File: src/rtl/core/rme_pkg.sv
// ----------------------------------------------------------------------------
// rme_pkg - shared types and constants for the rotation matrix to Euler block
// Matrix item type, CORDIC arctangent table and output rounding helper.
// ----------------------------------------------------------------------------
`default_nettype none

package rme_pkg;

	localparam int IN_W        = 16;
	localparam int THR_W       = 15;
	localparam int Z_W         = 26;
	localparam int OUT_W       = 17;
	localparam int TAB_LEN     = 24;
	localparam int GUARD_SHIFT = 16;
	localparam int RND_SHIFT   = 9;
	localparam int RND_HALF    = 256;

	localparam logic [THR_W-1:0] THR_RESET = 15'd82;

	localparam logic signed [Z_W-1:0]   DEG180  = 26'sd11796480;
	localparam logic signed [OUT_W-1:0] X_LIMIT = 17'sd23040;
	localparam logic signed [OUT_W-1:0] Y_LIMIT = 17'sd11520;

	// atan(2^-i) in degrees * 65536
	localparam logic signed [Z_W-1:0] ATAN_TAB [TAB_LEN] = '{
		26'sd2949120, 26'sd1740967, 26'sd919879, 26'sd466945,
		26'sd234379,  26'sd117304,  26'sd58666,  26'sd29335,
		26'sd14668,   26'sd7334,    26'sd3667,   26'sd1833,
		26'sd917,     26'sd458,     26'sd229,    26'sd115,
		26'sd57,      26'sd29,      26'sd14,     26'sd7,
		26'sd4,       26'sd2,       26'sd1,      26'sd0
	};

	typedef struct packed {
		logic signed [IN_W-1:0] r00;
		logic signed [IN_W-1:0] r10;
		logic signed [IN_W-1:0] r20;
		logic signed [IN_W-1:0] r21;
		logic signed [IN_W-1:0] r22;
	} mat_t;

	// degrees*65536 to degrees*128, half away from zero, clamped to +-lim
	function automatic logic signed [OUT_W-1:0] round_deg(
		input logic signed [Z_W-1:0]   z,
		input logic signed [OUT_W-1:0] lim
	);
		logic [Z_W-1:0]          mag;
		logic [OUT_W-1:0]        q;
		logic signed [OUT_W:0]   r;
		logic signed [OUT_W:0]   l;
		mag = z[Z_W-1] ? Z_W'(-z) : Z_W'(z);
		q   = OUT_W'((mag + Z_W'(RND_HALF)) >> RND_SHIFT);
		r   = z[Z_W-1] ? -$signed({1'b0, q}) : $signed({1'b0, q});
		l   = (OUT_W+1)'(lim);
		if (r > l)
			r = l;
		if (r < -l)
			r = -l;
		return OUT_W'(r);
	endfunction

endpackage

`default_nettype wire

File: src/rtl/core/rme_sqrt_cell.sv
// ----------------------------------------------------------------------------
// rme_sqrt_cell - one digit of the integer square root
// Takes two radicand bits, settles one root bit and carries the matrix along.
// ----------------------------------------------------------------------------
`default_nettype none

module rme_sqrt_cell #(
	parameter int FRAC_BITS = 14
) (
	input  wire logic                         clk,
	input  wire logic                         en,
	input  wire logic [2*FRAC_BITS+1:0]       rad,
	input  wire logic [FRAC_BITS+3:0]         rem,
	input  wire logic [FRAC_BITS:0]           root,
	input  wire rme_pkg::mat_t                mat,
	output logic      [2*FRAC_BITS+1:0]       rad_q,
	output logic      [FRAC_BITS+3:0]         rem_q,
	output logic      [FRAC_BITS:0]           root_q,
	output rme_pkg::mat_t                     mat_q
);

	localparam int RAD_W = 2*FRAC_BITS+2;
	localparam int RW    = FRAC_BITS+4;
	localparam int NQ    = FRAC_BITS+1;

	logic [RW-1:0] rem_sh;
	logic [RW-1:0] trial;
	logic [RW-1:0] rem_d;
	logic [NQ-1:0] root_d;

	always_comb begin
		rem_sh = {rem[RW-3:0], rad[RAD_W-1 -: 2]};
		trial  = RW'({root, 2'b01});
		if (rem_sh >= trial) begin
			rem_d  = rem_sh - trial;
			root_d = {root[NQ-2:0], 1'b1};
		end else begin
			rem_d  = rem_sh;
			root_d = {root[NQ-2:0], 1'b0};
		end
	end

	always_ff @(posedge clk) begin
		if (en) begin
			rad_q  <= {rad[RAD_W-3:0], 2'b00};
			rem_q  <= rem_d;
			root_q <= root_d;
			mat_q  <= mat;
		end
	end

endmodule

`default_nettype wire

File: config.mk
export PLATFORM = sky130hd
export DESIGN_NAME = rme_sqrt_cell
export DESIGN_NICKNAME = d
export VERILOG_FILES = /design/src/rtl/core/rme_pkg.sv /design/src/rtl/core/rme_sqrt_cell.sv
export SDC_FILE = /design/constraint.sdc
export NUM_CORES = 1
export LEC_CHECK = 0
export ABC_CLOCK_PERIOD_IN_PS = 2640
export BUFFER_PORTS_ARGS = -buffer_cell sky130_fd_sc_hd__buf_2
export CAP_MARGIN = 15
export CORE_UTILIZATION = 41
export CTS_CLUSTER_SIZE = 8
export DETAILED_ROUTE_END_ITERATION = 6
export GPL_ROUTABILITY_DRIVEN = 0
export PLACE_DENSITY = 0.8
export SLEW_MARGIN = 20
export SYNTH_ARGS = -nofsm -noshare
export SYNTH_HDL_FRONTEND = slang
export SYNTH_SLANG_ARGS = --single-unit
File: constraint.sdc
create_clock -name clk -period 2.64 [get_ports clk]
set_clock_uncertainty 0.15 [all_clocks]
set_input_delay 0.528 -clock clk [delete_from_list [all_inputs] [get_ports clk]]
set_output_delay 0.528 -clock clk [all_outputs]
set_load 0.05 [all_outputs]
Word-level counts from Yosys, hierarchy flattened
Index checks and enable logic that the tools add are counted.

Add/subtract/negate cells: 1. $lt $le $gt $ge: 1. Multiplexer cells: 2.

Operators with widths (number): >= comparator 18 x 17 -> 1 bit (1); two-way mux 18 bit (1); subtractor 18 x 17 -> 18 bit (1); two-way mux 1 bit (1).

Register bits after elaboration: 141. Input port bits: 145.

Depth between registers and ports, before layout
Depth after elaboration: 2. Gate-level depth with buffers: 11. Mapped depth without buffers: 9.

Worst setup path after synthesis
Ideal clock, no wire load.

Path type: input port to flip-flop. From: input port root[3]. To: register rem_q[10], data pin. Library setup time: 0.260 ns. Arrival: 2.312 ns. Data required time: 2.230 ns. Path slack: -0.083 ns. Stages: 10. Buffers on the path: 1. Cells stage by stage: inv_1 -> ha_1 -> o211ai_2 -> a21oi_2 -> o21a_1 -> nor2_1 -> o31a_4 -> inv_4 -> buf_12 -> mux2_4.

Longest elaborated chain between the ends: 2. Elaborated cells on any way between the ends: 3. Those cells by class: add/sub: 1; order compare: 1; mux: 1.

RTL lines: start: declaration (line rme_sqrt_cell.sv:14) `input wire logic [FRAC_BITS:0] root,`; subtractor 18 x 17 -> 18 bit or >= comparator 18 x 17 -> 1 bit (tied branches) (line rme_sqrt_cell.sv:35, rme_sqrt_cell.sv:34); two-way mux 18 bit (*) (line rme_sqrt_cell.sv:34) `if (rem_sh >= trial) begin`; via rem_d[10] (line rme_sqrt_cell.sv:28) `logic [RW-1:0] rem_d;`; end signal: assignment (line rme_sqrt_cell.sv:46) `rem_q <= rem_d;`; end: declaration (line rme_sqrt_cell.sv:17) `output logic [FRAC_BITS+3:0] rem_q,`.

Mark *: on every way through the listed nets, which the timed path passes. The rest lies on a longest branch. A chain may end at the register's enable or synchronous reset.

Worst setup path in the final report
From: input port root[5]. To: register rem_q[6], data pin.

Longest elaborated chain between the ends: 2.

RTL lines (line): >= comparator 18 x 17 -> 1 bit (rme_sqrt_cell.sv:34); two-way mux 18 bit (rme_sqrt_cell.sv:34); via rem_d[6] (rme_sqrt_cell.sv:28).

The timed path passes the listed nets, and every way through them passes these cells.

==> metrics.txt <==
result of the run finished clean; endpoint class of the critical path flip-flop; max cap viols 0; dominant cell type by area after synthesis edfxtp_1; number of global-route vias before repair 4158; first-pass GRT wire length 22200 µm; Synth Flop Type edfxtp_1; WS Path Type input port to flip-flop; Max FO, Critical Path 15; DR vias/cell 4.90; cell count after synthesis 316; Core ar. 0.0129 mm²; Post-synth EDFFs 141; layout cells sized above 1 0.566; Initial Util 0.428; area grow syn2layout 46.8%; Mapped Area 0.00551 mm²; global route overflow 0; Netlist cell types 45; Worst-Margin Slew 0.541 ns; CTS max path bufs 2; clock tree sinks 141; Commonest cells post-synth edfxtp_1, inv_1, ha_1; FMAX 406 MHz; Final Max Slew Viols 0; all-layer global routing usage 0.211; Fin. Hold Viols 0; CP Data Required Time 2.64 ns; ys async rst share 0; synthesized area per cell 17.4 µm²; Final HPWL DP 11200 µm; worst hold path type input port to flip-flop; # H-tree levels 4; chip width 118 µm; Port Buffers 283; VDD IR-drop max 0.347 mV; number of post-CTS setup repair buffers 0; P_leak 3.59 nW; synth warn 0; crit share post-route 0.933; DRT iter0 DRCs 240; RSZ-0062 raised after global routing false; final setup fails 0; initial antenna violation count 2; synth top area cells edfxtp_1, ha_1, mux2_4, inv_1, a21oi_1; Post-Route WL 14500 µm; setup TNS 0 ns; Worst Setup Start Kind input port; CTS Hold Bufs 0; FP Rows 41; Via Count 4096; io pins 288; area of the die 0.0139 mm²; fin util 0.628; Period minus WS final 2.46 ns; Rel. slew slack 0.630; cts bufs inserted 17; top-count cell post-synth edfxtp_1; wire length per cell 17.4 µm; Critical Path AT 2.46 ns; FILL cells 959; Clk pin slew, worst setup/hold paths 0.06 ns; Nets 813; final cell count without fillers 836; # DRC 0; PwrDens 821 mW/mm²; Routed Antenna Nets 0; Post-Place Cells 804; Yosys top cell area share 0.768; Yosys reg bits 141; CTS resizes 0; CTS tree done; largest net degree at the start of global routing 55; CTS root buf clkbuf_16; post-synthesis sequential area ratio 0.768; DR pass1 iterations 5; Die Ht 118 µm
[path summary, 6_finish.rpt]
| path | startpoint | depth (start not counted) | endpoint | slack, ns |
|---|---|---|---|---|
| hold / removal | rad[13] | 1 | rad_q[15] | 0.14 |
| setup / recovery | root[5] | 9 | rem_q[6] | 0.18 |
[metrics by stage]
step / setup slack [ns] / total power [mW] / hold WS [ns] / area [µm²]
global placement: -0.154 / 4.23 / 0.555 / 7480
floorplan: 0.0114 / 3.79 / 0.477 / 5580
finish: 0.176 / 6.64 / 0.142 / 8090
detailed placement: -0.179 / 4.26 / 0.556 / 7480
CTS: 0.216 / 6.69 / 0.118 / 8090
global route: 0.0890 / 6.84 / 0.124 / 8090
[cells by family (layout without fill, tap and decap cells)]
| kind of cell | Yosys count | count (layout) | synth area share |
|---|---|---|---|
| adders and majority gates | 17 | 17 | 0.0386 |
| AOI/OAI and AO/OA | 58 | 58 | 0.0726 |
| other | 1 | 3 | 0.000680 |
| buffers and inverters | 28 | 374 | 0.0245 |
| DFF | 141 | 141 | 0.768 |
| and+or+nand+nor | 44 | 44 | 0.0399 |
| muxes | 15 | 15 | 0.0365 |
| xor gates and xnor gates | 12 | 12 | 0.0191 |
[state kept, by name, indices dropped and copies added (netlist names)]
name,count
mat_q,80
rad_q,28
rem_q,18
root_q,15
[cells in the final DEF, fill, tap and decap left out, types with 4 or more instances in the layout]
cell type,synthesis,final
ha_1,17,12
a21o_1,4,4
nor2_1,10,10
edfxtp_1,141,141
a21oi_1,14,13
nand3_1,4,4
buf_4,2,37
clkbuf_16,0,17
a211oi_1,5,5
nor3_1,4,4
bufinv_16,0,4
buf_2,3,282
xor2_1,5,5
mux2_2,5,5
inv_1,20,20
ha_4,0,5
nand2_1,11,11
mux2_4,9,9
xnor2_1,7,7
o21ai_0,11,11
o21a_1,5,5
[per-layer routing]
| layer | wire length, µm | vias to the layer above | track usage |
|---|---|---|---|
| met4 | 349 | 2 | 0.0833 |
| met2 | 7840 | 186 | 0.387 |
| met3 | 885 | 29 | 0.0543 |
| met1 | 5460 | 1990 | 0.230 |
| li1 | - | 1889 | - |
| met5 | 13 | - | 0 |
[layout make-up]
class	instances	area (µm²)	area share
tap	172	215	0.0266
clock buffer	20	437	0.0540
timing repair buffer	322	1740	0.215
antenna	1	2.50	0.000309
clock inverter	11	166	0.0206
multi-input combinational	148	1210	0.150
inverter	21	81.3	0.0101
sequential	141	4230	0.523
[worst max-delay path, stage by stage]
cell,delay (ns)
buf_2,0.09
inv_1,0.04
ha_1,0.37
nand4_1,0.15
nor4b_1,0.39
a211oi_2,0.14
o31a_4,0.14
inv_4,0.22
mux2_2,0.38
[report_power, final]
group / internal [mW] / leakage, nW / switching, mW
clock network: 1.57 / 0.288 / 0.847
registers: 2.70 / 1.38 / 0.0470
logic: 0.426 / 1.93 / 1.05
No activity file was read; power rests on OpenSTA's default activity.
