==> src/rtl/core/rme_pkg.sv <==
// ----------------------------------------------------------------------------
// rme_pkg - shared types and constants for the rotation matrix to Euler block
// Matrix item type, CORDIC arctangent table and output rounding helper.
// ----------------------------------------------------------------------------
`default_nettype none

package rme_pkg;

	localparam int IN_W        = 16;
	localparam int THR_W       = 15;
	localparam int Z_W         = 26;
	localparam int OUT_W       = 17;
	localparam int TAB_LEN     = 24;
	localparam int GUARD_SHIFT = 16;
	localparam int RND_SHIFT   = 9;
	localparam int RND_HALF    = 256;

	localparam logic [THR_W-1:0] THR_RESET = 15'd82;

	localparam logic signed [Z_W-1:0]   DEG180  = 26'sd11796480;
	localparam logic signed [OUT_W-1:0] X_LIMIT = 17'sd23040;
	localparam logic signed [OUT_W-1:0] Y_LIMIT = 17'sd11520;

	// atan(2^-i) in degrees * 65536
	localparam logic signed [Z_W-1:0] ATAN_TAB [TAB_LEN] = '{
		26'sd2949120, 26'sd1740967, 26'sd919879, 26'sd466945,
		26'sd234379,  26'sd117304,  26'sd58666,  26'sd29335,
		26'sd14668,   26'sd7334,    26'sd3667,   26'sd1833,
		26'sd917,     26'sd458,     26'sd229,    26'sd115,
		26'sd57,      26'sd29,      26'sd14,     26'sd7,
		26'sd4,       26'sd2,       26'sd1,      26'sd0
	};

	typedef struct packed {
		logic signed [IN_W-1:0] r00;
		logic signed [IN_W-1:0] r10;
		logic signed [IN_W-1:0] r20;
		logic signed [IN_W-1:0] r21;
		logic signed [IN_W-1:0] r22;
	} mat_t;

	// degrees*65536 to degrees*128, half away from zero, clamped to +-lim
	function automatic logic signed [OUT_W-1:0] round_deg(
		input logic signed [Z_W-1:0]   z,
		input logic signed [OUT_W-1:0] lim
	);
		logic [Z_W-1:0]          mag;
		logic [OUT_W-1:0]        q;
		logic signed [OUT_W:0]   r;
		logic signed [OUT_W:0]   l;
		mag = z[Z_W-1] ? Z_W'(-z) : Z_W'(z);
		q   = OUT_W'((mag + Z_W'(RND_HALF)) >> RND_SHIFT);
		r   = z[Z_W-1] ? -$signed({1'b0, q}) : $signed({1'b0, q});
		l   = (OUT_W+1)'(lim);
		if (r > l)
			r = l;
		if (r < -l)
			r = -l;
		return OUT_W'(r);
	endfunction

endpackage

`default_nettype wire

==> src/rtl/core/rme_cordic_cell.sv <==
// ----------------------------------------------------------------------------
// rme_cordic_cell - one vectoring CORDIC micro-rotation
// Rotates (x, y) towards the x axis by atan(2^-SHIFT), accumulating the angle.
// ----------------------------------------------------------------------------
`default_nettype none

module rme_cordic_cell #(
	parameter int CW    = 34,
	parameter int SHIFT = 0
) (
	input  wire logic                              clk,
	input  wire logic                              en,
	input  wire logic signed [CW-1:0]              x,
	input  wire logic signed [CW-1:0]              y,
	input  wire logic signed [rme_pkg::Z_W-1:0]    z,
	input  wire logic                              zero,
	output logic signed      [CW-1:0]              x_q,
	output logic signed      [CW-1:0]              y_q,
	output logic signed      [rme_pkg::Z_W-1:0]    z_q,
	output logic                                   zero_q
);

	logic signed [CW-1:0]           xs;
	logic signed [CW-1:0]           ys;
	logic signed [CW-1:0]           nx;
	logic signed [CW-1:0]           ny;
	logic signed [rme_pkg::Z_W-1:0] nz;

	always_comb begin
		xs = x >>> SHIFT;
		ys = y >>> SHIFT;
		if (!y[CW-1]) begin
			nx = x + ys;
			ny = y - xs;
			nz = z + rme_pkg::ATAN_TAB[SHIFT];
		end else begin
			nx = x - ys;
			ny = y + xs;
			nz = z - rme_pkg::ATAN_TAB[SHIFT];
		end
	end

	always_ff @(posedge clk) begin
		if (en) begin
			x_q    <= nx;
			y_q    <= ny;
			z_q    <= nz;
			zero_q <= zero;
		end
	end

endmodule

`default_nettype wire

==> config.mk <==
export PLATFORM = sky130hd
export DESIGN_NAME = rme_cordic_cell
export DESIGN_NICKNAME = d
export VERILOG_FILES = /design/src/rtl/core/rme_pkg.sv /design/src/rtl/core/rme_cordic_cell.sv
export SDC_FILE = /design/constraint.sdc
export NUM_CORES = 1
export LEC_CHECK = 0
export BUFFER_PORTS_ARGS = -buffer_cell sky130_fd_sc_hd__buf_4
export CAP_MARGIN = 20
export CORE_UTILIZATION = 55
export DETAILED_ROUTE_END_ITERATION = 7
export PLACE_DENSITY = 0.91
export SLEW_MARGIN = 30
export SYNTH_ARGS = -nofsm -noshare
export SYNTH_HDL_FRONTEND = slang
export SYNTH_SLANG_ARGS = --single-unit
==> constraint.sdc <==
create_clock -name clk -period 4.18 [get_ports clk]
set_input_delay 0.627 -clock clk [delete_from_list [all_inputs] [get_ports clk]]
set_output_delay 0.627 -clock clk [all_outputs]
set_load 0.01 [all_outputs]
# Word-level counts from Yosys, hierarchy flattened
# Index checks and enable logic that the tools add are counted.
[classes] add_sub_neg=5 n_mux=3
[op_table] operator="two-way mux 34 bit" count=2
[op_table] operator="subtractor 34 bit" count=2
[op_table] operator="adder 34 bit" count=1
[op_table] operator="adder 26 x 23 -> 26 bit, second input constant" count=1
[op_table] operator="two-way mux 26 bit" count=1
[op_table] operator="subtractor 26 x 23 -> 26 bit, second input constant" count=1
[word_totals] elab_cells=12 regBits=95 out_inout_bits=95 in_bits=97

# Longest topological paths before layout
[depth] ltp_word=2 ltp_mapped=13 depth_no_buf=12

# Least setup slack after synthesis
# OpenSTA, ideal clock, no wires.
[synth_timing] kind="input to register" start="input port y[2]" end="register y_q[32] (data pin)" required_time_ps=3917 stages=12 slack_ps=1129 setup_time_ps=263 n_path_buf=1 arrival_time_ps=2788 path_cell_list="inv_1 ha_1 buf_4 nor2b_1 o211ai_2 a21oi_1 o221a_2 o41ai_2 o21ai_1 a2111oi_0 a311oi_1 xnor2_1"
[synth_between] elab_chain_cells=2 elab_cells_between_ends=3
[synth_rtl] item="from (decl)" line="rme_cordic_cell.sv:14" source="input wire logic signed [CW-1:0] y,"
[synth_rtl] item="subtractor 34 bit / adder 34 bit (equally long branches)" line="rme_cordic_cell.sv:34, rme_cordic_cell.sv:38"
[synth_rtl] item="two-way mux 34 bit *" line="rme_cordic_cell.sv:32" source="if (!y[CW-1]) begin"
[synth_rtl] item="named net ny[32]" line="rme_cordic_cell.sv:26" source="logic signed [CW-1:0] ny;"
[synth_rtl] item="to (signal assigned)" line="rme_cordic_cell.sv:46" source="y_q <= ny;"
[synth_rtl] item="to (decl)" line="rme_cordic_cell.sv:18" source="output logic signed [CW-1:0] y_q,"
# Mark *: on every way through the listed nets, which the timed path passes. The rest lies on a longest branch.
# A chain may end at the register's enable or synchronous reset.

# Worst setup path after layout
[layout_timing] start="input port y[22]" end="register x_q[32] (data pin)"
[layout_between] elab_chain_cells=2 elab_cells_between_ends=3
[layout_rtl] item="adder 34 bit / subtractor 34 bit (equally long branches)" line="rme_cordic_cell.sv:33, rme_cordic_cell.sv:37"
[layout_rtl] item="two-way mux 34 bit *" line="rme_cordic_cell.sv:32"
[layout_rtl] item="named net nx[32]" line="rme_cordic_cell.sv:25" source="logic signed [CW-1:0] nx;"
[layout_rtl] item="to (signal assigned)" line="rme_cordic_cell.sv:45" source="x_q <= nx;"
[layout_rtl] item="to (decl)" line="rme_cordic_cell.sv:17" source="output logic signed [CW-1:0] x_q,"
# Marked as above.

==> flow_summary.json <==
{
  "status": "completed",
  "worst_pin_slew_ns": 0.787,
  "slew_viol_final": 0,
  "mostFrequentLayoutCell": "buf_4",
  "slew-limit-headroom": 0.475,
  "clock_path_buffers": 2,
  "finalCritPeriodShare": 0.867,
  "coreArea_mm2": 0.0159,
  "ys_types": 76,
  "initial_core_util": 0.565,
  "routed_wl_um": 27700,
  "synth_nets": 1225,
  "multi_input_area_mm2": 0.00556,
  "ir_drop_mv": 0.226,
  "synthTopCellsByArea": "edfxtp_1 (31%), ha_1 (15%), a21oi_1 (6.6%)",
  "ios": 192,
  "wl_met1_um": 11600,
  "cts_setup_buffers": 0,
  "dr.pass1.iters": 5,
  "grt_pass1_wl_um": 41800,
  "grt_pass1_vias": 8026,
  "leakagePower_nw": 4.81,
  "max_freq_mhz": 276,
  "p_total_w": 0.00350,
  "yosysWarnings": 0,
  "num_antenna_cells": 0,
  "gp_congestion": 0.982,
  "stdcell_count": 1406,
  "synth_top_area_frac": 0.313,
  "synth_edf_count": 94,
  "die_width_um": 130,
  "ys_async_sr_fraction": 0,
  "grt_use_total": 0.322,
  "die_area_mm2": 0.0169,
  "port_buffers": 191,
  "top_layer": "met4",
  "place_inst": 1390,
  "worstSetupEndpointType": "flip-flop",
  "worstSetupPathType": "in -> reg",
  "yosysTopAreaCell": "edfxtp_1",
  "hold_viol_final": 0,
  "drt-initial-drc-count": 1034,
  "vias": 8618,
  "grt_max_degree": 95,
  "cp.required_ns": 4.27,
  "nFillCells": 1287,
  "synth-seq-cells": 94,
  "route.met2.wl_um": 12300,
  "powerDensity_mw_per_mm2": 322,
  "grt_antenna_before_repair": 0,
  "dr_wl_met3_um": 2900,
  "start_kind": "input port",
  "arrival_ns": 3.71,
  "maxCapViolCount": 0,
  "drc": 0,
  "netlist_instances": 1017,
  "ys.flop_type": "edfxtp_1",
  "antenna_left": 0,
  "avgRoutedWirePerCell_um": 19.7,
  "hpwl_um": 21700,
  "rsz0062_at_grt": "no",
  "tns_ns": 0,
  "row_count": 46,
  "netlist_area_mm2": 0.00901,
  "grt-ovfl-total": 0,
  "cts.sinks": 94,
  "yosysSeqAreaShare": 0.313,
  "die_y_um": 130,
  "cts-resized-gates": 0,
  "h-tree-depth": 3,
  "cts_buffers": 9,
  "setup_viol": 0,
  "period_needed_ns": 3.62,
  "cts.clk_slew.worst_paths_ns": 0.07,
  "hold_path_class": "in -> reg",
  "hold_buffers": 0,
  "cts_tree": "done",
  "cts_root_buffer": "clkbuf_16",
  "drive_gt1_frac": 0.208,
  "syn_avg_cell_area_um2": 8.86,
  "via_per_inst": 6.13,
  "cp_max_fo": 16,
  "regArea_mm2": 0.00282,
  "syn_to_final_growth_pct": 20.8,
  "final_nets": 1393,
  "final_cell_mix": "buf_4 (204), a21oi_1 (119), ha_1 (107)"
}
==> final timing paths <==
path | end | start | cells past startpoint | slack, ns
setup / recovery | x_q[32] | y[22] | 11 | 0.56
hold / removal | zero_q | zero | 1 | 0.45
==> synth_stat cells, types with 4 or more instances <==
library cell,number
a21boi_1,4
nor4_1,8
nor3_1,22
fa_1,4
a311oi_1,6
nand2_1,39
xnor2_1,57
nor2_1,88
o31ai_1,18
inv_1,97
mux2i_1,14
buf_1,5
nor2b_1,17
a21o_1,20
nand2b_1,11
o21ai_1,9
inv_2,6
a21oi_1,119
o21bai_1,23
nand4_1,16
a31oi_1,9
o21a_1,7
a2111oi_0,4
and3_1,4
o21ai_0,48
or2_1,4
buf_2,14
edfxtp_1,94
nor3b_1,4
clkbuf_1,21
o211ai_1,10
nand3_1,14
a211oi_1,8
xor2_1,16
buf_4,8
a221oi_1,4
ha_1,107
==> worst max-delay path: stages <==
cell and delay (ns):
buf_4 0.09, inv_1 0.04, ha_1 0.64, nand4_1 0.24, or2_1 0.33, nor4_1 0.40
a211oi_1 0.24, o31ai_1 0.45, a211oi_1 0.21, a311oi_1 0.33, xnor2_1 0.12
==> power by group <==
part	switching, W	internal, W
Sequential	0.0000562	0.00123
Clock	0.000390	0.000417
Combinational	0.000819	0.000588
==> state kept, by name, summed over array words and instances (netlist names) <==
register	flops
x_q	34
y_q	33
z_q	26
zero_q	1
==> kinds of logic after synthesis <==
kind of cell	Yosys count	share of synthesized area
adders and majority gates	111	0.157
DFF	94	0.313
buffers and inverters	154	0.0694
AOI/OAI and AO/OA	330	0.243
xor gates and xnor gates	73	0.0710
and+or+nand+nor	241	0.130
muxes	14	0.0156
==> routing by layer <==
metal / vias up / GRT usage
li1: 4000 / -
met1: 3977 / 0.436
met5: - / 0
met4: 0 / 0.122
met3: 72 / 0.0619
met2: 569 / 0.510
==> metrics by stage <==
step            util  area [um^2]  setup slack [ns]  hold WS, ns
6_report       0.683        10900             0.558        0.446
5_1_grt        0.683        10900             0.471        0.436
4_1_cts        0.682        10900             0.682        0.436
3_5_place_dp   0.664        10600             0.403        0.806
3_3_place_gp   0.664        10600             0.374        0.805
2_1_floorplan      -         9010              1.13        0.726
==> cell type report <==
| class | instances | share of cell area |
|---|---|---|
| multi-input combinational | 769 | 0.511 |
| timing repair buffer | 205 | 0.142 |
| sequential | 94 | 0.259 |
| tap | 216 | 0.0248 |
| clock inverter | 7 | 0.00575 |
| clock buffer | 9 | 0.0207 |
| inverter | 106 | 0.0366 |
No activity file was read; power rests on OpenSTA's default activity.
